$ cat config.mk
export PLATFORM = sky130hd
export DESIGN_NAME = gsm_ctrl
export DESIGN_NICKNAME = d
export VERILOG_FILES = /design/src/design/gsm_pkg.sv /design/src/design/gsm_ctrl.sv
export SDC_FILE = /design/constraint.sdc
export NUM_CORES = 1
export LEC_CHECK = 0
export ABC_AREA = 1
export BUFFER_PORTS_ARGS = -buffer_cell sky130_fd_sc_hd__buf_2
export CELL_PAD_IN_SITES_DETAIL_PLACEMENT = 0
export CELL_PAD_IN_SITES_GLOBAL_PLACEMENT = 1
export CORE_MARGIN = 8
export CORE_UTILIZATION = 30
export DETAILED_ROUTE_END_ITERATION = 8
export PLACE_DENSITY = 0.81
export REMOVE_ABC_BUFFERS = 1
export SLEW_MARGIN = 10
export SYNTH_ARGS = -nofsm -noshare
export SYNTH_HDL_FRONTEND = slang
export SYNTH_SLANG_ARGS = --single-unit
export TNS_END_PERCENT = 10
$ cat constraint.sdc
create_clock -name i_clk -period 2.5 [get_ports i_clk]
set_clock_uncertainty 0.15 [all_clocks]
set_input_delay 0.375 -clock i_clk [delete_from_list [all_inputs] [get_ports i_clk]]
set_output_delay 0.375 -clock i_clk [all_outputs]
set_load 0.05 [all_outputs]
$ cat src/design/gsm_pkg.sv
`timescale 1ns / 1ps

package gsm_pkg;

    localparam int SLOTS     = 64;
    localparam int DATA_BITS = 32;
    localparam int GEN_BITS  = 16;

    localparam int IDX_W = $clog2(SLOTS);
    localparam int CNT_W = $clog2(SLOTS + 1);

    typedef enum logic [1:0] {
        FN_INSERT = 2'd0,
        FN_GET    = 2'd1,
        FN_REMOVE = 2'd2,
        FN_ALIVE  = 2'd3
    } t_func;

    localparam logic [1:0] ST_OK   = 2'd0;
    localparam logic [1:0] ST_BAD  = 2'd1;
    localparam logic [1:0] ST_FULL = 2'd2;

    typedef enum logic [2:0] {
        RES_FULL,
        RES_BAD,
        RES_OK,
        RES_INS,
        RES_GET
    } t_res_sel;

    typedef struct packed {
        t_func                  func;
        logic [IDX_W-1:0]       slot_index;
        logic [GEN_BITS-1:0]    handle_generation;
        logic [DATA_BITS-1:0]   item_value;
    } t_req;

    typedef struct packed {
        logic [1:0]             status;
        logic [IDX_W-1:0]       out_index;
        logic [GEN_BITS-1:0]    out_generation;
        logic [DATA_BITS-1:0]   out_value;
        logic [CNT_W-1:0]       live_count;
    } t_rsp;

    // controller -> datapath
    typedef struct packed {
        logic     cap;       // latch request word
        logic     rd_slot;   // read slot tables, dense tables at last entry
        logic     rd_get;    // read payload at the slot's dense position
        logic     ins;       // commit insert
        logic     rem;       // commit remove
        logic     out_load;  // load result into output register
        t_res_sel res_sel;
    } t_cmd;

    // datapath -> controller
    typedef struct packed {
        t_func func;
        logic  full;
        logic  handle_ok;
        logic  cnt_zero;
        logic  out_free;
    } t_stat;

endpackage

$ cat src/design/gsm_ctrl.sv
`timescale 1ns / 1ps

module gsm_ctrl (
    input  logic           i_clk,
    input  logic           i_rst_n,
    input  logic           i_valid,
    output logic           o_ready,
    input  gsm_pkg::t_stat i_stat,
    output gsm_pkg::t_cmd  o_cmd
);

    typedef enum logic [2:0] {
        S_IDLE,
        S_LOOK,
        S_INS,
        S_CHK,
        S_GET,
        S_DONE
    } t_state;

    t_state            r_state;
    gsm_pkg::t_res_sel r_sel;

    logic w_rem_ok;

    assign w_rem_ok = i_stat.handle_ok && !i_stat.cnt_zero;
    assign o_ready  = (r_state == S_IDLE);

    always_comb begin
        o_cmd          = '0;
        o_cmd.res_sel  = r_sel;
        case (r_state)
            S_IDLE: begin
                o_cmd.cap = i_valid;
            end
            S_LOOK: begin
                o_cmd.rd_slot = !(i_stat.func == gsm_pkg::FN_INSERT && i_stat.full);
            end
            S_INS: begin
                o_cmd.ins = 1'b1;
            end
            S_CHK: begin
                o_cmd.rd_get = i_stat.handle_ok && (i_stat.func == gsm_pkg::FN_GET);
                o_cmd.rem    = w_rem_ok && (i_stat.func == gsm_pkg::FN_REMOVE);
            end
            S_DONE: begin
                o_cmd.out_load = i_stat.out_free;
            end
            default: begin
                o_cmd = '0;
            end
        endcase
    end

    always_ff @(posedge i_clk) begin
        if (!i_rst_n) begin
            r_state <= S_IDLE;
            r_sel   <= gsm_pkg::RES_BAD;
        end else begin
            case (r_state)
                S_IDLE: begin
                    if (i_valid) r_state <= S_LOOK;
                end
                S_LOOK: begin
                    if (i_stat.func == gsm_pkg::FN_INSERT) begin
                        if (i_stat.full) begin
                            r_sel   <= gsm_pkg::RES_FULL;
                            r_state <= S_DONE;
                        end else begin
                            r_state <= S_INS;
                        end
                    end else begin
                        r_state <= S_CHK;
                    end
                end
                S_INS: begin
                    r_sel   <= gsm_pkg::RES_INS;
                    r_state <= S_DONE;
                end
                S_CHK: begin
                    if (!i_stat.handle_ok) begin
                        r_sel   <= gsm_pkg::RES_BAD;
                        r_state <= S_DONE;
                    end else begin
                        case (i_stat.func)
                            gsm_pkg::FN_GET: begin
                                r_state <= S_GET;
                            end
                            gsm_pkg::FN_REMOVE: begin
                                r_sel   <= w_rem_ok ? gsm_pkg::RES_OK : gsm_pkg::RES_BAD;
                                r_state <= S_DONE;
                            end
                            default: begin
                                r_sel   <= gsm_pkg::RES_OK;
                                r_state <= S_DONE;
                            end
                        endcase
                    end
                end
                S_GET: begin
                    r_sel   <= gsm_pkg::RES_GET;
                    r_state <= S_DONE;
                end
                S_DONE: begin
                    if (i_stat.out_free) r_state <= S_IDLE;
                end
                default: begin
                    r_state <= S_IDLE;
                end
            endcase
        end
    end

endmodule

==> flow_summary.json <==
{
  "start_kind": "register",
  "netlist_top_cells_count": "nand2_1 (21), inv_1 (15), nor2_1 (13)",
  "power.internal_uw": 313,
  "p_sw_frac": 0.577,
  "rsz0062_at_grt": "false",
  "power_leakage_nw": 0.352,
  "die_x_um": 54.6,
  "crit_path_end_kind": "primary output",
  "dpl.hpwl_um": 903,
  "ir_worst_vdd_v": 0.000583,
  "routed_via_density": 4.30,
  "synth_area_leader_cell": "dfxtp_1",
  "critPathKind": "reg -> out",
  "p_switching_uw": 428,
  "syn2layout_area_growth_pct": 29.6,
  "yosysUniqueCellTypes": 15,
  "netlist_instances": 79,
  "path_clk_slew_ns": 0.04,
  "synth-seq-cells": 6,
  "whs_path_depth": 3,
  "syn_area_per_cell_um2": 5.67,
  "crit_path_max_fanout": 7,
  "worstPathRequired_ns": 1.98,
  "p_per_area_nw_per_um2": 1280,
  "synth_area_um2": 448,
  "gr-total-overflow": 0,
  "wl_per_cell_um": 9.25,
  "insertion_delay_ns": 0.24,
  "synth_area_leaders": "dfxtp_1 (27%), nand2_1 (18%), inv_1 (13%)",
  "first_pass_iters": 4,
  "power_frac_comb": 0.658,
  "die_h_um": 54.6,
  "grt_pass1_wl_um": 1850,
  "post-route-period-util": 0.793,
  "reg2reg_slack_ns": 1.17,
  "synth_ff_type": "dfxtp_1",
  "antenna_cells": 0,
  "cts.sinks": 6,
  "setup_violations": 0,
  "synth_warnings": 0,
  "clkPwrFrac": 0.118,
  "min-delay-start": "i_rst_n",
  "drtAntennaViolNets": 0,
  "reg2regPathDepth": 7,
  "placeableCoreArea_um2": 1450,
  "hold_buffers": 0,
  "initial_core_util": 0.308,
  "ff_latch_area_um2": 120,
  "ys_seq_area_frac": 0.268,
  "totalWireLength_um": 1070,
  "num_vias": 499,
  "hold_path.class": "in -> reg",
  "multi_input_area_um2": 268,
  "cts_buffer_depth": 2,
  "hold_viol_final": 0,
  "nNetsFinal": 111,
  "drv_cap": 0,
  "synth-edff-count": 0,
  "first_iter_violations": 9,
  "hold_end": "r_state[2]",
  "synthArstFlopShare": 0,
  "synth_top_area_share": 0.268,
  "arrival_ns": 1.46,
  "antenna_found_initial": 0,
  "finalMaxSlewViolations": 0,
  "track_usage": 0.0844,
  "rr_startpoint": "r_state[2]",
  "grt_max_degree": 8,
  "final_util": 0.399,
  "root_buffer": "clkbuf_4",
  "cts-resized-gates": 0,
  "power_frac_seq": 0.225,
  "drcViolationCount": 0,
  "fill_cells": 160,
  "grt_pass1_vias": 463,
  "regToRegEndpoint": "r_sel[2]",
  "postCtsSetupRepairBufs": 0,
  "cts_made_buffers": 3,
  "fmax_ghz": 0.504,
  "cts_max_level": 1,
  "fp-row-count": 14,
  "period_needed_ns": 1.98,
  "relSlewSlack": 0.788,
  "cts_tree": "done",
  "synth_most_common_cell": "nand2_1",
  "totalNegativeSetupSlack_ns": 0,
  "pin_count": 19,
  "port_buffers": 18,
  "gp_routability_congestion": 0.760,
  "die_area_um2": 2990,
  "final_layout_size_suffix_gt1_frac": 0.320,
  "status": "finished clean",
  "worst_pin_slew_ns": 0.318
}
-- metal layers --
| layer | GRT usage | wire, µm | vias to the layer above |
|---|---|---|---|
| li1 | - | - | 281 |
| met1 | 0.0966 | 501 | 204 |
| met2 | 0.136 | 491 | 10 |
| met3 | 0.0245 | 65 | 4 |
| met4 | 0.0492 | 14 | 0 |
| met5 | 0 | 0 | - |
-- final cells by class --
class | count | area share
Tap cell | 16 | 0.0345
Sequential cell | 6 | 0.207
Inverter | 16 | 0.103
Timing Repair Buffer | 18 | 0.155
Clock buffer | 3 | 0.0388
Multi-Input combinational cell | 57 | 0.461
-- layout by cell type (no fill, tap or decap) --
| cell type | n |
|---|---|
| inv_2 | 1 |
| o21ai_0 | 1 |
| buf_2 | 18 |
| nand2_2 | 3 |
| nor3b_1 | 1 |
| nand3_1 | 5 |
| inv_1 | 15 |
| nor2_4 | 1 |
| nor3_1 | 1 |
| clkbuf_4 | 3 |
| nor2_2 | 5 |
| nand4_1 | 1 |
| nand3_2 | 1 |
| nand2_1 | 21 |
| dfxtp_1 | 6 |
| nor2_1 | 13 |
| a21oi_1 | 4 |
-- worst max-delay path by stage --
stage	startpoint	end	slack, ns	cells past startpoint
final	r_state[0]	o_cmd[4]	0.52	5
after global routing	r_state[0]	o_cmd[4]	0.34	5
after CTS	r_state[0]	o_cmd[4]	0.50	5
after detailed placement	r_state[0]	o_cmd[4]	0.76	5
after global placement	r_state[2]	o_cmd[0]	0.78	4
after floorplan	r_state[0]	o_cmd[4]	0.13	4
-- power groups by stage --
stage          clock network, mW  registers, mW  logic, mW
2_1_floorplan                  0          0.162      0.397
3_3_place_gp                   0          0.167      0.489
3_5_place_dp                   0          0.168      0.489
4_1_cts                   0.0893          0.167      0.491
5_1_grt                   0.0975          0.173      0.534
6_report                  0.0871          0.167      0.487
-- worst max-delay path, stage by stage, from the launching register on --
cell and delay (ns):
dfxtp_1 0.44, nand2_1 0.09, nor2_2 0.17, nand2_1 0.07, nor3b_1 0.16, buf_2 0.29
-- sequential cells by signal (all words and copies together) (netlist names) --
name,flops
r_sel,3
r_state,3
-- through the flow --
| stage | cell area [µm²] | hold WS (ns) | power, mW | cells | worst slack [ns] |
|---|---|---|---|---|---|
| after CTS | 581 | 0.195 | 0.747 | 116 | 0.501 |
| after global routing | 581 | 0.221 | 0.804 | 116 | 0.335 |
| after detailed placement | 558 | 0.299 | 0.658 | 113 | 0.764 |
| final | 581 | 0.197 | 0.741 | 116 | 0.518 |
| after floorplan | 448 | 0.276 | 0.558 | 79 | 0.128 |
| after global placement | 558 | 0.290 | 0.656 | 113 | 0.780 |
-- cells by family (layout without fill, tap and decap cells) --
group | after synthesis | in the layout | share of synthesized area
compound gates | 5 | 5 | 0.0559
flops | 6 | 6 | 0.268
simple gates | 52 | 52 | 0.542
buf+inv | 16 | 37 | 0.134
Power figures use the tool's default switching activity.
